<file path="config.mk">
export PLATFORM = sky130hd
export DESIGN_NAME = tone_request_to_timer_event
export DESIGN_NICKNAME = d
export VERILOG_FILES = /design/src/hw/rtl/trte_pkg.sv /design/src/hw/rtl/tone_request_to_timer_event.sv /design/src/hw/rtl/trte_front.sv /design/src/hw/rtl/trte_div_step.sv
export VERILOG_INCLUDE_DIRS = /design/src /design/src/hw/rtl
export SDC_FILE = /design/constraint.sdc
export NUM_CORES = 1
export LEC_CHECK = 0
export CAP_MARGIN = 40
export CORE_ASPECT_RATIO = 0.6
export CORE_MARGIN = 2
export CORE_UTILIZATION = 50
export CTS_CLUSTER_SIZE = 12
export DETAILED_ROUTE_END_ITERATION = 7
export DONT_BUFFER_PORTS = 1
export SLEW_MARGIN = 20
export SYNTH_ARGS = -nofsm -noshare
export SYNTH_HDL_FRONTEND = slang
export SYNTH_SLANG_ARGS = --single-unit
</file>
<file path="constraint.sdc">
create_clock -name clk -period 4.6 [get_ports clk]
set_input_delay 0.46 -clock clk [delete_from_list [all_inputs] [get_ports clk]]
set_output_delay 0.46 -clock clk [all_outputs]
set_load 0.01 [all_outputs]
</file>
<file path="src/hw/rtl/assert_macros.svh">
// Assertion macros used by the top-level RTL module.
`ifndef ASSERT_MACROS_SVH
`define ASSERT_MACROS_SVH

// Same-cycle implication, checked outside reset.
`define ASSERT_IMPLY(label, clk, rst_n, ante, cons, msg) \
    label: assert property (@(posedge clk) disable iff (!rst_n) (ante) |-> (cons)) \
        else $error(msg);

// Implication with a fixed delay in cycles, checked outside reset.
`define ASSERT_DELAY(label, clk, rst_n, ante, dly, cons, msg) \
    label: assert property (@(posedge clk) disable iff (!rst_n) (ante) |-> ##dly (cons)) \
        else $error(msg);

`endif

</file>
<file path="src/hw/rtl/trte_pkg.sv">
// Types and constants for the tone request to timer event block.
package trte_pkg;

    localparam int unsigned DIV_STEPS = 16;
    // Front stage, one stage per quotient bit, output stage.
    localparam int unsigned LATENCY = DIV_STEPS + 2;

    // 1193181 = 0x12_34DD: upper bits seed the remainder, lower bits shift in.
    localparam logic [14:0] DIVIDEND_HI = 15'h0012;
    localparam logic [15:0] DIVIDEND_LO = 16'h34DD;
    // Frequencies at or below this give a quotient above 16 bits.
    localparam logic [14:0] SAT_FREQ    = 15'd18;
    localparam logic [14:0] TICK_LIMIT  = 15'd13107;
    localparam logic [15:0] WORD_MAX    = 16'hFFFF;

    localparam logic        REG_SOUND_ENABLE = 1'b0;

    typedef struct packed {
        logic signed [15:0] frequency_hz;
        logic signed [15:0] duration_units;
    } request_t;

    typedef struct packed {
        logic        request_ok;
        logic        event_valid;
        logic [15:0] timer_divisor;
        logic [15:0] tick_count;
        logic        is_tone;
    } result_t;

    typedef struct packed {
        logic        ok;
        logic        evt;
        logic        rest;
        logic        sat;
        logic [14:0] freq;
        logic [14:0] rem;
        logic [15:0] quo;
        logic [15:0] ticks;
    } stage_t;

endpackage

</file>
<file path="src/hw/rtl/tone_request_to_timer_event.sv">
// Top level: config register, divider pipeline and result stage.
//
//  port group   direction  handshake                  payload
//  request      in         start (busy always low)    req : request_t
//  result       out        done, one-cycle strobe     result : result_t
//  config       in/out     psel/penable/pwrite        pwdata[0] sound_enable
//
// Each request passes from start to done through one front stage, sixteen
// restoring divide stages (one quotient bit each) and one result stage.
// A new request is taken every cycle; busy never rises.
// Reset sets sound_enable to 1 and empties the pipeline valid bits.
// The result side cannot stall, so nothing is ever held back.
module tone_request_to_timer_event (
    input  logic               clk,
    input  logic               rst_n,
    input  logic               start,
    output logic               busy,
    input  trte_pkg::request_t req,
    output logic               done,
    output trte_pkg::result_t  result,
    input  logic               psel,
    input  logic               penable,
    input  logic               pwrite,
    input  logic [2:0]         paddr,
    input  logic [31:0]        pwdata,
    output logic [31:0]        prdata,
    output logic               pready
);

    logic              sound_enable_reg;
    logic              done_reg;
    trte_pkg::result_t result_reg;
    trte_pkg::result_t result_next;
    logic              take;
    logic              cfg_write;
    logic              stg_valid [0:trte_pkg::DIV_STEPS];
    trte_pkg::stage_t  stg       [0:trte_pkg::DIV_STEPS];
    trte_pkg::stage_t  last;

    assign busy      = 1'b0;
    assign take      = start && !busy;
    assign pready    = 1'b1;
    assign cfg_write = psel && penable && pwrite && pready;

    always_comb
    begin
        unique case (paddr[2])
            trte_pkg::REG_SOUND_ENABLE: prdata = {31'd0, sound_enable_reg};
            default:                    prdata = 32'd0;
        endcase
    end

    always_ff @(posedge clk or negedge rst_n)
    begin
        if (!rst_n)
        begin
            sound_enable_reg <= 1'b1;
        end
        else if (cfg_write && (paddr[2] == trte_pkg::REG_SOUND_ENABLE))
        begin
            sound_enable_reg <= pwdata[0];
        end
    end

    trte_front u_front (
        .clk          (clk),
        .rst_n        (rst_n),
        .take         (take),
        .req          (req),
        .sound_enable (sound_enable_reg),
        .valid        (stg_valid[0]),
        .stage        (stg[0])
    );

    for (genvar k = 0; k < trte_pkg::DIV_STEPS; k++)
    begin : g_step
        trte_div_step u_step (
            .clk       (clk),
            .rst_n     (rst_n),
            .in_valid  (stg_valid[k]),
            .in_stage  (stg[k]),
            .dbit      (trte_pkg::DIVIDEND_LO[trte_pkg::DIV_STEPS - 1 - k]),
            .out_valid (stg_valid[k + 1]),
            .out_stage (stg[k + 1])
        );
    end

    assign last = stg[trte_pkg::DIV_STEPS];

    always_comb
    begin
        result_next.request_ok  = last.ok;
        result_next.event_valid = last.evt;
        result_next.is_tone     = last.evt && !last.rest;
        result_next.tick_count  = last.evt ? last.ticks : 16'd0;
        if (!last.evt || last.rest)
        begin
            result_next.timer_divisor = 16'd0;
        end
        else if (last.sat)
        begin
            result_next.timer_divisor = trte_pkg::WORD_MAX;
        end
        else if (last.quo == 16'd0)
        begin
            result_next.timer_divisor = 16'd1;
        end
        else
        begin
            result_next.timer_divisor = last.quo;
        end
    end

    always_ff @(posedge clk or negedge rst_n)
    begin
        if (!rst_n)
        begin
            done_reg <= 1'b0;
        end
        else
        begin
            done_reg <= stg_valid[trte_pkg::DIV_STEPS];
        end
    end

    always_ff @(posedge clk)
    begin
        result_reg <= result_next;
    end

    assign done   = done_reg;
    assign result = result_reg;

`include "assert_macros.svh"

    `ASSERT_DELAY(a_latency, clk, rst_n, take, 18, done, "request did not complete on time")
    `ASSERT_IMPLY(a_reject_no_event, clk, rst_n,
        done && !result.request_ok, !result.event_valid,
        "rejected request carries an event")
    `ASSERT_IMPLY(a_no_event_zero, clk, rst_n,
        done && !result.event_valid,
        (result.timer_divisor == 16'd0) && (result.tick_count == 16'd0) && !result.is_tone,
        "result without event has nonzero fields")
    `ASSERT_IMPLY(a_tone_flag, clk, rst_n,
        done && result.event_valid, result.is_tone == (result.timer_divisor != 16'd0),
        "tone flag disagrees with divisor")

endmodule

</file>
<file path="src/hw/rtl/trte_front.sv">
// Front stage: classify the request, work out ticks, seed the divider.
module trte_front (
    input  logic               clk,
    input  logic               rst_n,
    input  logic               take,
    input  trte_pkg::request_t req,
    input  logic               sound_enable,
    output logic               valid,
    output trte_pkg::stage_t   stage
);

    logic               valid_reg;
    trte_pkg::stage_t   stage_reg;
    trte_pkg::stage_t   stage_next;
    logic [14:0]        dur;
    logic [15:0]        dur_x4;
    logic [15:0]        dur_x5;

    assign dur    = req.duration_units[14:0];
    assign dur_x4 = {dur[13:0], 2'b00};
    assign dur_x5 = dur_x4 + {1'b0, dur};

    always_comb
    begin
        stage_next.ok   = !sound_enable || !req.frequency_hz[15];
        stage_next.evt  = sound_enable && !req.frequency_hz[15];
        stage_next.freq = req.frequency_hz[14:0];
        stage_next.rest = (req.frequency_hz[14:0] == 15'd0);
        stage_next.sat  = (req.frequency_hz[14:0] <= trte_pkg::SAT_FREQ);
        stage_next.rem  = trte_pkg::DIVIDEND_HI;
        stage_next.quo  = 16'd0;
        if (req.duration_units[15] || (dur == 15'd0))
        begin
            stage_next.ticks = 16'd1;
        end
        else if (dur > trte_pkg::TICK_LIMIT)
        begin
            stage_next.ticks = trte_pkg::WORD_MAX;
        end
        else
        begin
            stage_next.ticks = dur_x5;
        end
    end

    always_ff @(posedge clk or negedge rst_n)
    begin
        if (!rst_n)
        begin
            valid_reg <= 1'b0;
        end
        else
        begin
            valid_reg <= take;
        end
    end

    always_ff @(posedge clk)
    begin
        stage_reg <= stage_next;
    end

    assign valid = valid_reg;
    assign stage = stage_reg;

endmodule

</file>
<file path="src/hw/rtl/trte_div_step.sv">
// One restoring division step: produce one quotient bit per stage.
module trte_div_step (
    input  logic             clk,
    input  logic             rst_n,
    input  logic             in_valid,
    input  trte_pkg::stage_t in_stage,
    input  logic             dbit,
    output logic             out_valid,
    output trte_pkg::stage_t out_stage
);

    logic             valid_reg;
    trte_pkg::stage_t stage_reg;
    trte_pkg::stage_t stage_next;
    logic [15:0]      trial;
    logic [16:0]      diff;

    assign trial = {in_stage.rem, dbit};
    assign diff  = {1'b0, trial} - {2'b00, in_stage.freq};

    always_comb
    begin
        stage_next = in_stage;
        // Keep the remainder when the subtraction would go negative.
        if (diff[16])
        begin
            stage_next.rem = trial[14:0];
            stage_next.quo = {in_stage.quo[14:0], 1'b0};
        end
        else
        begin
            stage_next.rem = diff[14:0];
            stage_next.quo = {in_stage.quo[14:0], 1'b1};
        end
    end

    always_ff @(posedge clk or negedge rst_n)
    begin
        if (!rst_n)
        begin
            valid_reg <= 1'b0;
        end
        else
        begin
            valid_reg <= in_valid;
        end
    end

    always_ff @(posedge clk)
    begin
        stage_reg <= stage_next;
    end

    assign out_valid = valid_reg;
    assign out_stage = stage_reg;

endmodule

</file>
======== After elaboration in Yosys (flattened, before gate mapping) ========
Cells that the tools add are included.
word-level totals
  register bits after elaboration ......... 1,086
  input bits .............................. 73
operators by class
  magnitude comparators ................... 2
  mux-type cells .......................... 20
  add/sub/neg operators ................... 17
  reduce and logical (&&, ||, !) cells .... 16
  bitwise logic cells ..................... 1
operators with widths
  operator                                                         number
  2-to-1 mux 31 bit                                                14
  subtractor 16 x 15 -> 17 bit                                     15
  2-to-1 mux 16 bit                                                3
  logical NOT 15 bit                                               2
  adder 16 x 15 -> 16 bit                                          1
  logical NOT 16 bit                                               1
  subtractor 6 x 15 -> 16 bit, first input constant                1
  greater-than comparator 15 x 14 -> 1 bit, second input constant  1
  <= comparator 15 x 5 -> 1 bit, second input constant             1
  logical AND 1 bit                                                5
  logical NOT 1 bit                                                4
  logical OR 1 bit                                                 3
  2-to-1 mux 1 bit                                                 3
  OR reduction 2 bit                                               1
  inverter 1 bit                                                   1

======== Logic depth before layout (Yosys ltp) ========
Gate-level depths: netlist of run 1.
  word-level depth ........................ 3
  depth in mapped cells ................... 11
  gate-level depth less buffers ........... 9

======== Hierarchy ========
From an unflattened synthesis of run 1, not the netlist that was laid out.
second synthesis, totals
  cells, all modules ...................... 3,461
  area total of the unflattened synthesis .. 40,576.4 um2
by module, submodules not included
  module                                 instances  seq. area each (um2)  cells an instance  area each (um2)
  trte_div_step at g_step[0].u_step ...  12         1,346.3               196                2,333.5
  trte_div_step at g_step[6].u_step ...  3          1,346.3               195                2,341.0
  trte_div_step at g_step[7].u_step      1          1,346.3               195                2,346.0
  trte_front                             1          725.7                 194                1,841.8
  tone_request_to_timer_event            1          752.0                 135                1,363.8

======== Worst setup path before layout of run 1 ========
OpenSTA, ideal clock, no wires.
  path kind ............................... reg2reg
  start point ............................. register g_step[0].u_step.stage_reg (netlist bit g_step[0].u_step.out_stage[47])
  end point ............................... register g_step[1].u_step.stage_reg (netlist bit g_step[1].u_step.out_stage[38])
  path slack .............................. 2.213 ns
  data arrival time ....................... 2.264 ns
  library setup time ...................... 0.123 ns
  stages on the path, launching flop included .. 11
  path through ............................ dfxtp_1 inv_1 fa_1 a211oi_1 o21bai_1 a21oi_2 o31ai_2 a31o_2 buf_6 buf_6 mux2_1
RTL lines
  what                    line                 RTL
  start, declared         trte_div_step.sv:13  trte_pkg::stage_t stage_reg;
  start signal, assigned  trte_div_step.sv:51  stage_reg <= stage_next;
  end signal, assigned    trte_div_step.sv:51
  end, declared           trte_div_step.sv:13

==> impl_metrics.yaml, run 1 <==
clocking:
  ctsResizeCount: 0
  postCtsSetupBuffers: 0
  ctsLongestPathBuffers: 3
  insertion_delay_ps: 670
  cts_tree: "yes"
  path_clk_slew_ps: 60
  h-tree-depth: 3
  cts_hold_buf: 23
  root_buffer: "clkbuf_16"
  numClockSinks: 994
  cts_buffers: 95
synth:
  ys_types: 91
  synth_edf_count: 0
  ys_warn_count: 0
  syn_inst: 3080
  synthFlopType: "dfxtp_1"
  syn_avg_cell_area_um2: 11.3
  synth.yosys.seq_area_share_pct: 57.3
  async_flop_share_pct: 1.91
  netlist_area_um2: 34900
  yosys_register_bits: 994
sta:
  worstMarginPinSlew_ps: 856
  hold_violations: 0
  fmax_mhz: 309
  finalSetupViolCount: 0
  final_max_slew_viol_count: 0
  finClkSkew_ps: 41.0
  fin_crit_sh_pct: 70.3
  maxSlewHeadroom_pct: 42.6
  fin_setup_tns_ps: 0
  grt_setup_unrepaired: "false"
  period_needed_ps: 3230
  fin_hold_ws_ps: 56.9
finish:
  layout_commonest_cell: "dfxtp_1"
  n_fill_cell: 5759
  drive_gt1_share_pct: 9.48
  final_cell_mix: "dfxtp_1, inv_1, ha_1, a21oi_1, nor2_1"
  largest_reg_flops: 905
  fin_nets: 3485
  syn2layout_area_growth_pct: 11.1
power:
  p_int_mw: 18.8
  p_sw_mw: 9.28
  powerDensity_nw_per_um2: 724
  combPwrFrac_pct: 35.3
  ir_worst_vdd_mv: 0.326
  sw_frac_of_total_pct: 33.1
  seqPwrFrac_pct: 40.1
  power_mw: 28.1
  clockPowerShare_pct: 24.7
  power.static_leakage_nw: 17.1
floorplan:
  initial_core_util_pct: 50.9
  placementRows: 74
  dieArea_um2: 72000
  fp.dieW_um: 345
  ios: 143
  die_y_um: 209
  core_area_um2: 68500
drt:
  wirelength_um: 66600
  remaining_drc_errors: 0
  ant_nets: 0
  via_per_inst: 5.15
  first_pass_iters: 5
  vias: 21200
  post_drt_wl_per_cell_um: 16.2
  drtIter0Drc: 1813
setup_path:
  crit_type: "reg -> reg"
  crit_fanout: 22
  path_delay_family: "compound AO/OA/AOI/OAI gates"
  crit_chain: "inv_1 -> fa_1 -> a211oi_1 -> o21a_1 -> o311ai_2 -> a31oi_4 -> inv_2 -> mux2_1"
  cp_slowest_cell: "a31oi_4"
  end_kind: "flop"
  cpPeakStageDelay_ps: 680
  critPathRequiredTime_ps: 5130
  critPathBufInv: 2
  critPathArrivalTime_ps: 3770
  start_kind: "flop"
placed_design:
  dp_hpwl_um: 50100
  portBuffers: 0
  gp_congestion: 0.919
global_route:
  grt_pass1_wl_um: 107000
  grt.total_usage_pct: 18.5
  grt_pass1_vias: 20100
  overflow: 0
  antenna_found_initial: 1
  grt_start_max_net_pins: 23
min_path:
  hold_path.class: "in -> reg"
run:
  drv_cap: 0
run_status:
  status: "complete, no violations"
-- final cells by class --
class                   instances  area (um2)  area share [%]
repair buffers                 39         384           0.991
diodes                          1        2.50         0.00646
well taps                     912        1140            2.94
inverters                     301        1130            2.91
clock inverters                11         178           0.458
flip-flops and latches        994       20000            51.6
multi-input cells            1743       13400            34.6
clock buffers                 120        2530            6.53
-- kinds of logic after synthesis --
logic type | share of synthesized area, %
muxes | 4.84
AOI/OAI and AO/OA | 12.4
adders and majority gates | 8.85
and+or+nand+nor | 8.39
other | 0.0215
xor gates and xnor gates | 3.51
DFF | 57.3
buffers and inverters | 4.68
-- layer usage --
| layer | GRT usage, % | share of wire (%) | up-vias |
|---|---|---|---|
| li1 | - | - | 10700 |
| met1 | 31.0 | 57 | 9902 |
| met2 | 22.3 | 35 | 493 |
| met3 | 4.79 | 7.3 | 83 |
| met4 | 4.76 | 1.6 | 0 |
| met5 | 0 | 0 | - |
-- Yosys cell counts, drive strengths merged (7+ instances only) --
master | count | area share [%]
mux2 | 129 | 4.3
nand3 | 49 | 0.70
a31oi | 21 | 0.42
o31a | 11 | 0.28
nor2 | 144 | 1.5
buf | 54 | 1.2
a21boi | 10 | 0.27
nand2b | 46 | 0.82
a2111o | 8 | 0.26
or2 | 13 | 0.23
mux2i | 19 | 0.54
xnor2 | 86 | 2.2
o21bai | 13 | 0.28
dfxtp | 975 | 56
ha | 223 | 8.0
o211ai | 21 | 0.45
inv | 301 | 3.2
o21a | 36 | 0.77
dfrtp | 18 | 1.3
a21o | 59 | 1.3
nand3b | 10 | 0.22
nand2 | 99 | 1.1
xor2 | 54 | 1.4
o31ai | 21 | 0.68
or4 | 7 | 0.15
and2 | 36 | 0.65
fa | 15 | 0.86
a41oi | 10 | 0.36
nand4 | 23 | 0.41
nor2b | 29 | 0.52
a211oi | 37 | 0.88
nor3 | 46 | 0.66
or3 | 17 | 0.30
a21oi | 191 | 2.9
and3 | 12 | 0.22
o21ai | 95 | 1.4
clkbuf | 23 | 0.25
o311ai | 11 | 0.34
nor4 | 23 | 0.63
-- worst paths after layout --
kind / slack (ps) / cells past startpoint / to / start
setup / recovery: 1370 / 8 / g_step[6].u_step.out_stage[42] / g_step[5].u_step.out_stage[47]
min in group asynchronous: 90 / 1 / g_step[15].u_step.out_valid / rst_n
max in group asynchronous: 4050 / 2 / sound_enable_reg / rst_n
setup reg to reg: 1370 / 8 / g_step[6].u_step.out_stage[42] / g_step[5].u_step.out_stage[47]
hold reg to reg: 310 / 0 / g_step[14].u_step.out_stage[6] / g_step[13].u_step.out_stage[6]
hold / removal: 60 / 3 / u_front.stage[2] / req[0]
-- power groups by stage --
stage / registers [mW] / clock network [mW] / logic, mW
3_5_place_dp: 11.4 / 0 / 9.61
4_1_cts: 11.3 / 7.18 / 9.73
3_3_place_gp: 11.4 / 0 / 9.34
6_report: 11.2 / 6.92 / 9.90
2_1_floorplan: 11.1 / 0 / 7.65
5_1_grt: 11.4 / 7.54 / 10.9
-- stage by stage --
| step | utilization [%] | instance area, um2 | std cells | setup slack, ps |
|---|---|---|---|---|
| floorplan | - | 35000 | 3115 | 2210 |
| global placement | 52.1 | 35700 | 3957 | 1510 |
| detailed placement | 52.2 | 35800 | 3963 | 1470 |
| CTS | 56.5 | 38700 | 4117 | 1410 |
| global route | 56.6 | 38800 | 4120 | 1250 |
| finish | 56.6 | 38800 | 4121 | 1370 |
-- worst register-to-register path: stages (launching register included) --
cell and delay, ps:
dfxtp_1 350, inv_1 90, fa_1 460, a211oi_1 530, o21a_1 280, o311ai_2 250
a31oi_4 680, inv_2 120, mux2_1 340
(Power assumes the default switching activity.)
==> run 2, diff against run 1 <==
clock period = 3.2 ns   (was 4.6 ns; I/O delays follow)
==> run 2 against run 1 <==
Against the previous run: maximum frequency increased by 7.0%; final cell count up 0.41%; count of clock-buffer cells in the layout is 1 lower; clock skew fell by 1.5 ps; sequential power up 45%; sequential cell count stayed put; first-iteration DRC count decreased by 10%; largest power group unchanged; combinational power grew 44%; non-clock buffer count is 18 higher.
==> impl_metrics.yaml, run 2 (synthesized netlist as in run 1, its figures left out) <==
drt:
  drtIter0Drc: 1632
  remaining_drc_errors: 0
  routed-wl-met3_um: 4900
  wl_met1_um: 37900
  first_pass_iters: 5
  post_drt_wl_per_cell_um: 16.2
  vias: 21200
  ant_nets: 0
  via_per_inst: 5.12
  met2_length_um: 23200
  top_layer: "met4"
  wirelength_um: 67000
finish:
  layout_commonest_cell: "dfxtp_1"
  final_cell_mix: "dfxtp_1, inv_1, ha_1, a21oi_1, nor2_1"
  syn2layout_area_growth_pct: 11.6
  final_cells: 4138
  largest_reg_flops: 905
  design_area_um2: 39000
  drive_gt1_share_pct: 9.83
  fin_nets: 3503
power:
  power.static_leakage_nw: 17.2
  clockPowerShare_pct: 24.7
  seqPwrFrac_pct: 39.9
  p_sw_mw: 13.4
  combPwrFrac_pct: 35.3
  p_int_mw: 27.1
  ir_worst_vdd_mv: 0.489
  sw_frac_of_total_pct: 33.1
  powerDensity_nw_per_um2: 1040
global_route:
  grt_pass1_vias: 20300
  overflow: 0
  antenna_found_initial: 0
  grt_start_max_net_pins: 23
  grt.total_usage_pct: 18.7
  grt_pass1_wl_um: 108000
clocking:
  insertion_delay_ps: 670
  cts_buffers: 95
  ctsLongestPathBuffers: 3
  h-tree-depth: 3
  root_buffer: "clkbuf_16"
  path_clk_slew_ps: 60
  numClockSinks: 994
  cts_tree: "yes"
  ctsResizeCount: 0
placed_design:
  dp_hpwl_um: 50200
  place_area_um2: 35900
  gp_congestion: 0.903
  portBuffers: 0
  placed_cells: 3975
sta:
  final_max_slew_viol_count: 0
  finalSetupViolCount: 0
  fmax_mhz: 331
  worstMarginPinSlew_ps: 786
  hold_violations: 0
  grt_setup_unrepaired: "false"
  fin_hold_ws_ps: 38.1
  finClkSkew_ps: 39.6
  period_needed_ps: 3020
  fin_crit_sh_pct: 94.5
  maxSlewHeadroom_pct: 47.3
  fin_setup_tns_ps: 0
setup_path:
  critPathArrivalTime_ps: 3540
  crit_fanout: 10
  cpPeakStageDelay_ps: 540
  critPathRequiredTime_ps: 3720
  crit_type: "reg -> reg"
  end_kind: "flop"
  start_kind: "flop"
  path_delay_family: "compound AO/OA/AOI/OAI gates"
  crit_chain: "inv_1 -> fa_1 -> a211oi_1 -> o21a_1 -> o311ai_2 -> a31oi_4 -> inv_2 -> mux2_1"
  critPathBufInv: 2
  cp_slowest_cell: "a211oi_1"
floorplan:
  ios: 143
  placementRows: 74
  dieArea_um2: 72000
  initial_core_util_pct: 50.9
  die_y_um: 209
  core_area_um2: 68500
  fp.dieW_um: 345
min_path:
  hold_path.class: "in -> async"
run_status:
  status: "complete, no violations"
run:
  drv_cap: 0
## run 2: changes by cell type in the layout (fill, tap and decap cells not counted)
cell           change
clkbuf_8           +2
buf_12             +1
clkbuf_1           -3
inv_16             -1
clkinv_16          +2
dlygate4sd3_1      +7
buf_8              -1
inv_6              -2
buf_4             +14
buf_6              -3
clkinv_8           +1
## run 2: power groups by stage
| stage | Combinational [mW] | Clock, mW | Sequential [mW] |
|---|---|---|---|
| floorplan | 11.0 | 0 | 16.0 |
| global placement | 13.6 | 0 | 16.4 |
| detailed placement | 13.9 | 0 | 16.5 |
| CTS | 14.1 | 10.4 | 16.2 |
| global route | 15.8 | 10.9 | 16.5 |
| finish | 14.3 | 10.0 | 16.2 |
## run 2: final timing paths
check	from	endpoint	slack, ps	depth (start not counted)
min in group clk	req[4]	u_front.stage[4]	60	3
max in group asynchronous	rst_n	sound_enable_reg	2660	2
max	g_step[5].u_step.out_stage[47]	g_step[6].u_step.out_stage[42]	180	8
min reg2reg	g_step[5].u_step.out_stage[19]	g_step[6].u_step.out_stage[20]	310	0
min	rst_n	done	40	1
max reg2reg	g_step[5].u_step.out_stage[47]	g_step[6].u_step.out_stage[42]	180	8
## run 2: through the flow
stage,setup WS (ps),utilization [%],power (mW)
after detailed placement,281,52.4,30.4
final,177,56.9,40.6
after floorplan,813,-,27.0
after global routing,41.0,56.9,43.2
after CTS,219,56.8,40.7
after global placement,393,52.3,30.0
## run 2: cell type report
class	count	area (um2)
fill	5750	29500
antenna	1	2.50
clock inverter	11	216
clock buffer	119	2550
timing repair buffer	57	531
sequential	994	20000
tap	912	1140
inverter	301	1130
multi-input combinational	1743	13400
## run 2: metal layers
| metal | track usage (%) | up-vias |
|---|---|---|
| met2 | 23.1 | 491 |
| li1 | - | 10800 |
| met3 | 5.36 | 87 |
| met4 | 4.36 | 0 |
| met5 | 0 | - |
| met1 | 30.6 | 9851 |
## run 2: timing repair
item                      CTS  global route
hold endpoints to repair   50             0
hold buffers               30             0
buffers inserted            0             0
